File: src/hw/rtl/c16k_pkg.sv
// ----------------------------------------------------------------------------
// c16k_pkg
// Shared types and codeword constants for the Code 16K text decoder.
// ----------------------------------------------------------------------------
package c16k_pkg;

  typedef enum logic [1:0] {
    SET_A = 2'd0,
    SET_B = 2'd1,
    SET_C = 2'd2
  } code_set_e;

  localparam logic [6:0] CW_SHIFT  = 7'd98;
  localparam logic [6:0] CW_CODE_C = 7'd99;
  localparam logic [6:0] CW_CODE_B = 7'd100;
  localparam logic [6:0] CW_CODE_A = 7'd101;
  localparam logic [6:0] CW_PAD    = 7'd106;
  localparam logic [6:0] CW_DIGITS = 7'd100;  // set C pairs lie below this
  localparam logic [6:0] CW_ALPHA  = 7'd64;   // set A control chars start here
  localparam logic [6:0] CW_CHARS  = 7'd96;   // set A/B characters lie below this
  localparam logic [7:0] CHAR_BASE = 8'd32;
  localparam logic [7:0] HIGH_BIT  = 8'd128;
  localparam logic [7:0] DIGIT_0   = 8'h30;

  typedef struct packed {
    code_set_e code_set;
    logic      high_bit;
    logic      shift;
  } c16k_state_t;

  typedef struct packed {
    logic [1:0] count;  // 0, 1 or 2 bytes
    logic [7:0] char0;  // first byte when count is two
    logic [7:0] char1;  // only or second byte
  } c16k_result_t;

endpackage

File: src/hw/rtl/c16k_if.sv
// ----------------------------------------------------------------------------
// c16k_in_if / c16k_out_if
// Valid/ready channels for codeword requests and decoded text bytes.
// ----------------------------------------------------------------------------
interface c16k_in_if;
  logic       valid;
  logic       ready;
  logic [6:0] codeword;
  logic       first_of_symbol;
  logic [2:0] mode;

  modport source (output valid, codeword, first_of_symbol, mode, input ready);
  modport sink   (input valid, codeword, first_of_symbol, mode, output ready);
endinterface

interface c16k_out_if;
  logic       valid;
  logic       ready;
  logic [7:0] out_char;
  logic       last;

  modport source (output valid, out_char, last, input ready);
  modport sink   (input valid, out_char, last, output ready);
endinterface

File: src/hw/rtl/c16k_decode.sv
// ----------------------------------------------------------------------------
// c16k_decode
// Code set interpretation of one codeword: result bytes and next state.
// ----------------------------------------------------------------------------
module c16k_decode
  import c16k_pkg::*;
(
  input  c16k_state_t  state_i,
  input  logic [6:0]   codeword_i,
  input  logic         first_i,
  input  logic [2:0]   mode_i,
  output c16k_state_t  state_o,
  output c16k_result_t result_o
);

  c16k_state_t  st;
  code_set_e    eff;
  logic [17:0]  prod;
  logic [3:0]   tens;
  logic [6:0]   ones;
  logic [7:0]   chr;
  logic [7:0]   hb;

  // state after an optional symbol restart
  always_comb begin
    st = state_i;
    if (first_i) begin
      st.high_bit = 1'b0;
      st.shift    = 1'b0;
      case (mode_i)
        3'd1, 3'd5:       st.code_set = SET_B;
        3'd2, 3'd4, 3'd6: st.code_set = SET_C;
        default:          st.code_set = SET_A;
      endcase
    end
  end

  // divide by ten through reciprocal, exact for codewords below 128
  assign prod = 18'(codeword_i) * 18'd205;
  assign tens = prod[14:11];
  assign ones = codeword_i - (7'(tens) * 7'd10);
  assign hb   = st.high_bit ? HIGH_BIT : 8'd0;

  always_comb begin
    if (st.shift) begin
      eff = (st.code_set == SET_A) ? SET_B : SET_A;
    end else if (st.code_set == SET_C) begin
      eff = SET_C;
    end else if (st.code_set == SET_A) begin
      eff = SET_A;
    end else begin
      eff = SET_B;
    end
  end

  always_comb begin
    state_o        = st;
    state_o.shift  = 1'b0;
    result_o.count = 2'd0;
    result_o.char0 = 8'(DIGIT_0 + 8'(tens));
    result_o.char1 = 8'd0;
    chr            = 8'(codeword_i) + CHAR_BASE;
    if (codeword_i == CW_PAD) begin
      state_o = st;  // padding keeps a pending shift
    end else begin
      case (eff)
        SET_C: begin
          if (codeword_i < CW_DIGITS) begin
            result_o.count = 2'd2;
            result_o.char1 = 8'(DIGIT_0 + 8'(ones));
          end else if (codeword_i == CW_CODE_A) begin
            state_o.code_set = SET_A;
          end else if (codeword_i == CW_CODE_B) begin
            state_o.code_set = SET_B;
          end
        end
        SET_A: begin
          if (codeword_i < CW_CHARS) begin
            if (codeword_i >= CW_ALPHA) begin
              chr = 8'(codeword_i - CW_ALPHA);
            end
            result_o.count = 2'd1;
            result_o.char1 = chr + hb;
          end else if (codeword_i == CW_SHIFT) begin
            state_o.shift = 1'b1;
          end else if (codeword_i == CW_CODE_B) begin
            state_o.code_set = SET_B;
          end else if (codeword_i == CW_CODE_C) begin
            state_o.code_set = SET_C;
          end else if (codeword_i == CW_CODE_A) begin
            state_o.high_bit = ~st.high_bit;
          end
        end
        default: begin
          if (codeword_i < CW_CHARS) begin
            result_o.count = 2'd1;
            result_o.char1 = chr + hb;
          end else if (codeword_i == CW_SHIFT) begin
            state_o.shift = 1'b1;
          end else if (codeword_i == CW_CODE_A) begin
            state_o.code_set = SET_A;
          end else if (codeword_i == CW_CODE_C) begin
            state_o.code_set = SET_C;
          end else if (codeword_i == CW_CODE_B) begin
            state_o.high_bit = ~st.high_bit;
          end
        end
      endcase
    end
  end

endmodule

File: src/hw/rtl/code16k_codeword_to_text_core.sv
// ----------------------------------------------------------------------------
// code16k_codeword_to_text_core
// Code 16K data codewords in, decoded text bytes out.
// ----------------------------------------------------------------------------
// A request is latched in an input register, decoded against the code set
// state and moved into a two-byte result buffer. Codewords that give one
// byte or none sustain one request per cycle while the output takes bytes;
// a set C digit pair gives two bytes on the single output channel, so a
// later request that gives bytes waits in the input register until the
// pair's second byte is taken. The last flag marks a codeword's final byte.
module code16k_codeword_to_text_core
  import c16k_pkg::*;
(
  input  logic       clk_i,
  input  logic       rst_ni,
  c16k_in_if.sink    in_i,
  c16k_out_if.source out_o
);

  logic         in_valid_q;
  logic [6:0]   codeword_q;
  logic         first_q;
  logic [2:0]   mode_q;
  c16k_state_t  state_q, state_d;
  c16k_result_t res;
  logic [1:0]   cnt_q, cnt_d;
  logic [7:0]   char0_q, char1_q;
  logic         out_fire;
  logic         advance;

  c16k_decode u_decode (
    .state_i    (state_q),
    .codeword_i (codeword_q),
    .first_i    (first_q),
    .mode_i     (mode_q),
    .state_o    (state_d),
    .result_o   (res)
  );

  assign out_fire = out_o.valid && out_o.ready;
  // decoded request moves on once the buffer has room for its bytes
  assign advance  = in_valid_q && ((res.count == 2'd0) || (cnt_q == 2'd0) ||
                    ((cnt_q == 2'd1) && out_fire));
  assign in_i.ready = !in_valid_q || advance;

  always_comb begin
    cnt_d = cnt_q;
    if (out_fire) begin
      cnt_d = cnt_q - 2'd1;
    end
    if (advance && (res.count != 2'd0)) begin
      cnt_d = res.count;
    end
  end

  always_ff @(posedge clk_i or negedge rst_ni) begin
    if (!rst_ni) begin
      in_valid_q       <= 1'b0;
      cnt_q            <= 2'd0;
      state_q.code_set <= SET_A;
      state_q.high_bit <= 1'b0;
      state_q.shift    <= 1'b0;
    end else begin
      cnt_q <= cnt_d;
      if (in_i.ready) begin
        in_valid_q <= in_i.valid;
      end
      if (advance) begin
        state_q <= state_d;
      end
    end
  end

  always_ff @(posedge clk_i) begin
    if (in_i.valid && in_i.ready) begin
      codeword_q <= in_i.codeword;
      first_q    <= in_i.first_of_symbol;
      mode_q     <= in_i.mode;
    end
    if (advance && (res.count != 2'd0)) begin
      char0_q <= res.char0;
      char1_q <= res.char1;
    end
  end

  assign out_o.valid    = cnt_q != 2'd0;
  assign out_o.out_char = (cnt_q == 2'd2) ? char0_q : char1_q;
  assign out_o.last     = cnt_q == 2'd1;

endmodule
File: src/flat_wrapper.sv
// flat-port wrapper written by rule: the top's interface ports become plain ports
module code16k_codeword_to_text_core_flat import c16k_pkg::*;
  (clk_i, rst_ni, in_i_valid, in_i_codeword, in_i_first_of_symbol, in_i_mode, in_i_ready, out_o_valid, out_o_out_char, out_o_last, out_o_ready);
  c16k_in_if in_i_i ();
  c16k_out_if out_o_i ();
  input  logic clk_i;
  input  logic rst_ni;
  input wire logic [$bits(in_i_i.valid)-1:0] in_i_valid;
  input wire logic [$bits(in_i_i.codeword)-1:0] in_i_codeword;
  input wire logic [$bits(in_i_i.first_of_symbol)-1:0] in_i_first_of_symbol;
  input wire logic [$bits(in_i_i.mode)-1:0] in_i_mode;
  output wire logic [$bits(in_i_i.ready)-1:0] in_i_ready;
  output wire logic [$bits(out_o_i.valid)-1:0] out_o_valid;
  output wire logic [$bits(out_o_i.out_char)-1:0] out_o_out_char;
  output wire logic [$bits(out_o_i.last)-1:0] out_o_last;
  input wire logic [$bits(out_o_i.ready)-1:0] out_o_ready;
  assign in_i_i.valid = in_i_valid;
  assign in_i_i.codeword = in_i_codeword;
  assign in_i_i.first_of_symbol = in_i_first_of_symbol;
  assign in_i_i.mode = in_i_mode;
  assign in_i_ready = in_i_i.ready;
  assign out_o_valid = out_o_i.valid;
  assign out_o_out_char = out_o_i.out_char;
  assign out_o_last = out_o_i.last;
  assign out_o_i.ready = out_o_ready;
  code16k_codeword_to_text_core u_core (.clk_i(clk_i), .rst_ni(rst_ni), .in_i(in_i_i), .out_o(out_o_i));
endmodule
File: config.mk
export PLATFORM = sky130hd
export DESIGN_NAME = code16k_codeword_to_text_core_flat
export DESIGN_NICKNAME = d
export VERILOG_FILES = /design/src/hw/rtl/c16k_pkg.sv /design/src/hw/rtl/c16k_if.sv /design/src/hw/rtl/c16k_decode.sv /design/src/hw/rtl/code16k_codeword_to_text_core.sv /design/src/flat_wrapper.sv
export SDC_FILE = /design/constraint.sdc
export NUM_CORES = 1
export LEC_CHECK = 0
export BUFFER_PORTS_ARGS = -buffer_cell sky130_fd_sc_hd__buf_2
export CORE_MARGIN = 4
export CORE_UTILIZATION = 40
export CTS_CLUSTER_DIAMETER = 100
export CTS_CLUSTER_SIZE = 16
export DETAILED_ROUTE_END_ITERATION = 10
export GPL_TIMING_DRIVEN = 0
export HOLD_SLACK_MARGIN = 0.05
export PLACE_DENSITY = 0.62
export SLEW_MARGIN = 20
export SYNTH_ARGS = -nofsm -noshare
export SYNTH_HDL_FRONTEND = slang
export SYNTH_SLANG_ARGS = --single-unit
File: constraint.sdc
create_clock -name clk_i -period 6.4 [get_ports clk_i]
set_input_delay 1.6 -clock clk_i [delete_from_list [all_inputs] [get_ports clk_i]]
set_output_delay 1.6 -clock clk_i [all_outputs]
set_load 0.03 [all_outputs]
---- After elaboration in Yosys (flattened, before gate mapping) ----
Cells that the tools add are included.
storage, ports and cells
  input bits .............................. 15
  output and inout bits ................... 11
  word-level logic and storage cells ...... 98
  bits in registers ....................... 34
cells by class
  $mul .................................... 2
  add/sub/neg operators ................... 8
  reduce and logical (&&, ||, !) cells .... 18
  $lt $le $gt $ge ......................... 3
  mux-type cells .......................... 42
  bitwise logic cells ..................... 1
  equality and inequality tests ........... 14
operators with widths
  cell                  count
  $mux 8                9
  $eq 7x7->1 const B    5
  $mux 2                13
  $add 8x8->8           2
  $mux 4                4
  $pmux 8 s2            1
  $mul 7x8->15 const B  1
  $lt 7x7->1 const B    2
  $pmux 2 s2            3
  $mux 1                10
  $eq 3x3->1 const B    3
  $add 6x7->8 const A   1
  $add 7x6->8 const B   1
  $logic_not 2->1       4
  $sub 7x7->8 const B   1
  $add 6x4->7 const A   1
  $ge 7x7->1 const B    1
  $sub 7x7->7           1
  $eq 2x2->1 const B    3
  $mul 4x3->6 const B   1
  $mux 3                2
  $reduce_bool 2->1     3
  $logic_and 1x1->1     5
  $eq 3x1->1 const B    1
  other kinds (8)       10

---- Depth between registers and ports, before layout ----
  depth in word-level cells ............... 17
  mapped depth ............................ 28
  gate-level depth less buffers ........... 28

---- By module ----
Synthesis repeated with hierarchy kept, for this count alone.
unflattened totals
  cells, all modules ...................... 309
  area, all modules ....................... 3210.6 µm²
by module, submodules not included
  module                         seq. area each (µm²)  cells an instance  area an instance (µm²)  instances
  c16k_decode                    0.0                   237                1885.6                  1
  code16k_codeword_to_text_core  985.9                 72                 1325.0                  1

---- Worst setup path before layout ----
OpenSTA, ideal clock, no wires.
  path kind ............................... reg-to-reg
  start ................................... register u_core.codeword_q[4]
  end ..................................... register u_core.char1_q[6], data pin
  buffers on the path ..................... 0
  library setup time ...................... 0.264 ns
  data required time ...................... 6.136 ns
  stages on the path, launching flop included .. 27
  slack ................................... 0.353 ns
  clock period less this slack ............ 6.047 ns
  arrival time ............................ 5.782 ns
  cells stage by stage .................... edfxtp_1 inv_1 ha_1 fa_1 inv_1 ha_1 inv_1 fa_1 inv_1 ha_1 nand3_1 a211o_1 a21boi_0 nand2_1 nand2_1 xor2_1 ha_1 ha_1 fa_1 inv_1 ha_1 and3_1 a211oi_2 and3_4 a211oi_1 a2111oi_1 nand2_1
on the way
  word-level cells in the longest chain between the ends .. 8
  elaborated cells between the ends (all ways) .. 20
  those cells by class .................... add/sub: 6; mul: 2; order compare: 3; eq/ne: 1; mux: 8
ends and longest elaborated chain
  what                                                                  RTL line                             text
  start: declaration                                                    code16k_codeword_to_text_core.sv:21  logic [6:0] codeword_q;
  start signal: assignment                                              code16k_codeword_to_text_core.sv:76  codeword_q <= in_i.codeword;
  parallel branches: the longest is 8 deep, another holds $mul 7x8->15  --
  end signal: assignment                                                code16k_codeword_to_text_core.sv:82  char1_q <= res.char1;
  end: declaration                                                      code16k_codeword_to_text_core.sv:27  logic [7:0] char0_q, char1_q;
Several ways; the timed one is not identified. The select of a mux whose other input is x is not followed.
A chain may end at the register's enable or synchronous reset.

---- Worst setup path in the final report ----
Ends and elaborated chain as after synthesis.

==> out/qor.csv <==
metric,value,unit
Hold Fails Final Rpt,0,
DRT Pass-1 Iters,4,
Max Root-Sink Buffers,2,
Post-synth ARST share,0.233,
Post-synth EDFFs,23,
flop and latch count out of synthesis,30,
H-tree Lvls,2,
"Slew Viols, Final",0,
fin worst setup slack,356,ps
via count,2313,
Die Ht,94.7,µm
Via density,5.15,
register area share after synthesis,0.288,
syn nets,378,
Syn Std Cell Area,3010,µm²
n_diodes,0,
core area,7290,µm²
Slew @ Worst Pin,821,ps
Final HPWL DP,4790,µm
initial antenna violation count,0,
"Req. time, crit path",6410,ps
IO Pins,26,
Avg Inst Size Synth,9.99,µm²
"Max FO, Critical Path",4,
die extent in x,94.7,µm
# setup viols final,0,
nets,426,
Tot GR Track Use,0.150,
clk_lat worst skew,280,ps
antenna-violating nets left,0,
TritonCTS clock tree,built,
Placement Rows,31,
IO Port Bufs,25,
total die area,8970,µm²
Tmin final,6040,ps
upper clock frequency limit,0.165,GHz
CTS Sinks,30,
hold slack,526,ps
worst reg2reg setup slack,360,ps
clk slew on worst S/H paths,70,ps
Slew HR,0.450,
root buffer cell,clkbuf_8,
first-pass GRT wire length,10600,µm
initial core utilization,0.412,
CP arrival,6060,ps
wire length per cell,13.7,µm
Yosys warning total,0,
largest net degree at the start of global routing,13,
Synth cell types,61,
crit start category,register,
vias in the first global route,2347,
layout cells sized above 1,0.240,
DRT iter0 DRCs,73,
Place WS,-384,ps
crit path kind,register to register,
Post-synth top flop,edfxtp_1,
placed insts,425,
Crit. End Element,register,
GRT Residual Overflow,0,
Post-Layout Cell Count,449,
Post-Synthesis Cells,301,
area growth from synthesis to layout,17.3,%
DRC Markers,0,
CTS buffer count,5,
final period utilization,0.944,
# Max-Cap Violations,0,
class of the worst hold path,register to register,
run status,completed,
Routability Congestion,0.865,
Layout Skew,7.22,ps
DRT Wirelength,6140,µm
-- cell type report --
type,count,area [µm²]
plain buffers,7,58.8
clock buffers,6,72.6
clock inverters,2,8.76
fillers,724,3760
inverters,37,139
multi-input cells,227,2010
flip-flops and latches,30,866
well taps,99,124
repair buffers,41,245
-- layer usage --
| metal | up-vias | global-route usage | wire length [µm] |
|---|---|---|---|
| met3 | 7 | 0.0279 | 332 |
| met1 | 1081 | 0.207 | 2970 |
| met5 | - | 0 | 0 |
| li1 | 1176 | - | - |
| met2 | 49 | 0.243 | 2780 |
| met4 | 0 | 0.0385 | 63 |
-- registers in the layout, summed over array words and instances, names as in the netlist --
| register | flops |
|---|---|
| u_core.codeword_q | 7 |
| u_core.cnt_q | 2 |
| u_core.char0_q | 4 |
| u_core.mode_q | 3 |
| u_core.in_valid_q | 1 |
| u_core.state_q | 4 |
| u_core.first_q | 1 |
| u_core.char1_q | 8 |
-- layout by cell type, fill, tap and decap left out, drive strengths merged, types with 5 or more instances in the layout --
cell type,count
a21boi,5
a21oi,13
buf,47
clkbuf,7
dfrtp,7
edfxtp,23
fa,10
ha,52
inv,37
nand2,20
nand3,5
nand4,5
nor2,20
nor2b,6
nor3,5
o21ai,14
xor2,5
-- metrics by stage --
step / instance area [µm²] / utilization / setup TNS [ps]
finish: 3530 / 0.484 / 0
CTS: 3420 / 0.470 / 0
global route: 3530 / 0.484 / -18.2
detailed placement: 3260 / 0.447 / -569
global placement: 3260 / 0.446 / -382
floorplan: 3010 / - / 0
-- what timing repair did --
| item | CTS | global route |
|---|---|---|
| setup buffers | 9 | 7 |
| pin swaps | 0 | 7 |
| endpoints found under the setup margin | 3 | 2 |
| resized for setup | 3 | 10 |
| hold buffers | 0 | 0 |
| hold endpoints to repair | 0 | 0 |
-- critical path, cell delays in order, from the launching register on --
cell and delay, ps:
edfxtp_1 420, buf_4 160, ha_1 280, ha_1 290, fa_1 520, inv_1 60
fa_1 510, inv_1 40, ha_1 260, a21oi_1 60, a211o_1 280, a21boi_2 160
nand2_1 80, nand2_2 110, a21oi_2 80, xnor2_2 180, ha_1 200, ha_1 190
fa_1 480, inv_1 60, ha_4 290, xor2_2 170, ha_2 200, inv_1 40
o2111ai_1 90, a211oi_1 90, a2111oi_2 350, nand2_1 120
-- logic make-up after synthesis --
family,share of synthesized area
AND/OR/NAND/NOR,0.141
flip-flops,0.288
adder cells (fa/ha/maj),0.283
AO/OA/AOI/OAI,0.169
XOR/XNOR,0.0325
buffers and inverters,0.0657
multiplexers,0.0216
-- synth_stat cells (2+ instances only) --
master	number	area [µm²]
a21boi_0	4	30.0
xor2_1	4	35.0
or3_1	3	18.8
a21o_1	3	22.5
and2_1	3	18.8
or2_2	3	18.8
nand4_1	5	31.3
nor3_1	5	25.0
o211ai_1	2	15.0
nand2_1	20	75.1
o2111ai_1	3	26.3
o31ai_1	3	22.5
nand2b_1	4	25.0
inv_1	37	139
mux2_2	4	45.0
ha_1	52	651
nor2b_1	6	37.5
buf_2	2	10.0
dfrtp_1	7	175
o221ai_1	2	17.5
mux2i_1	2	20.0
o21a_1	3	22.5
fa_1	10	200
edfxtp_1	23	691
a21oi_2	2	17.5
xnor2_1	4	35.0
a211oi_1	3	22.5
buf_6	4	45.0
nand3_1	5	25.0
nor4_1	2	12.5
a21oi_1	11	55.1
o21ai_0	13	65.1
nor2_1	19	71.3
-- path summary, 6_finish.rpt --
kind	from	to	cells after the start
worst max-delay path	u_core.codeword_q[4]$_DFFE_PP_	u_core.char1_q[6]$_SDFFCE_PP0P_	27
worst min-delay path	u_core.cnt_q[0]$_DFFE_PN0P_	u_core.cnt_q[0]$_DFFE_PN0P_	1
worst min register to register	u_core.cnt_q[0]$_DFFE_PN0P_	u_core.cnt_q[0]$_DFFE_PN0P_	1
min in group asynchronous	rst_ni	u_core.cnt_q[0]$_DFFE_PN0P_	1
worst max register to register	u_core.codeword_q[4]$_DFFE_PP_	u_core.char1_q[6]$_SDFFCE_PP0P_	27
max in group asynchronous	rst_ni	u_core.state_q[2]$_DFFE_PN0P_	1
Power is left out: the tool's default activity adds up to more than one toggle a clock period on the data nets, which glitch-free logic cannot reach.
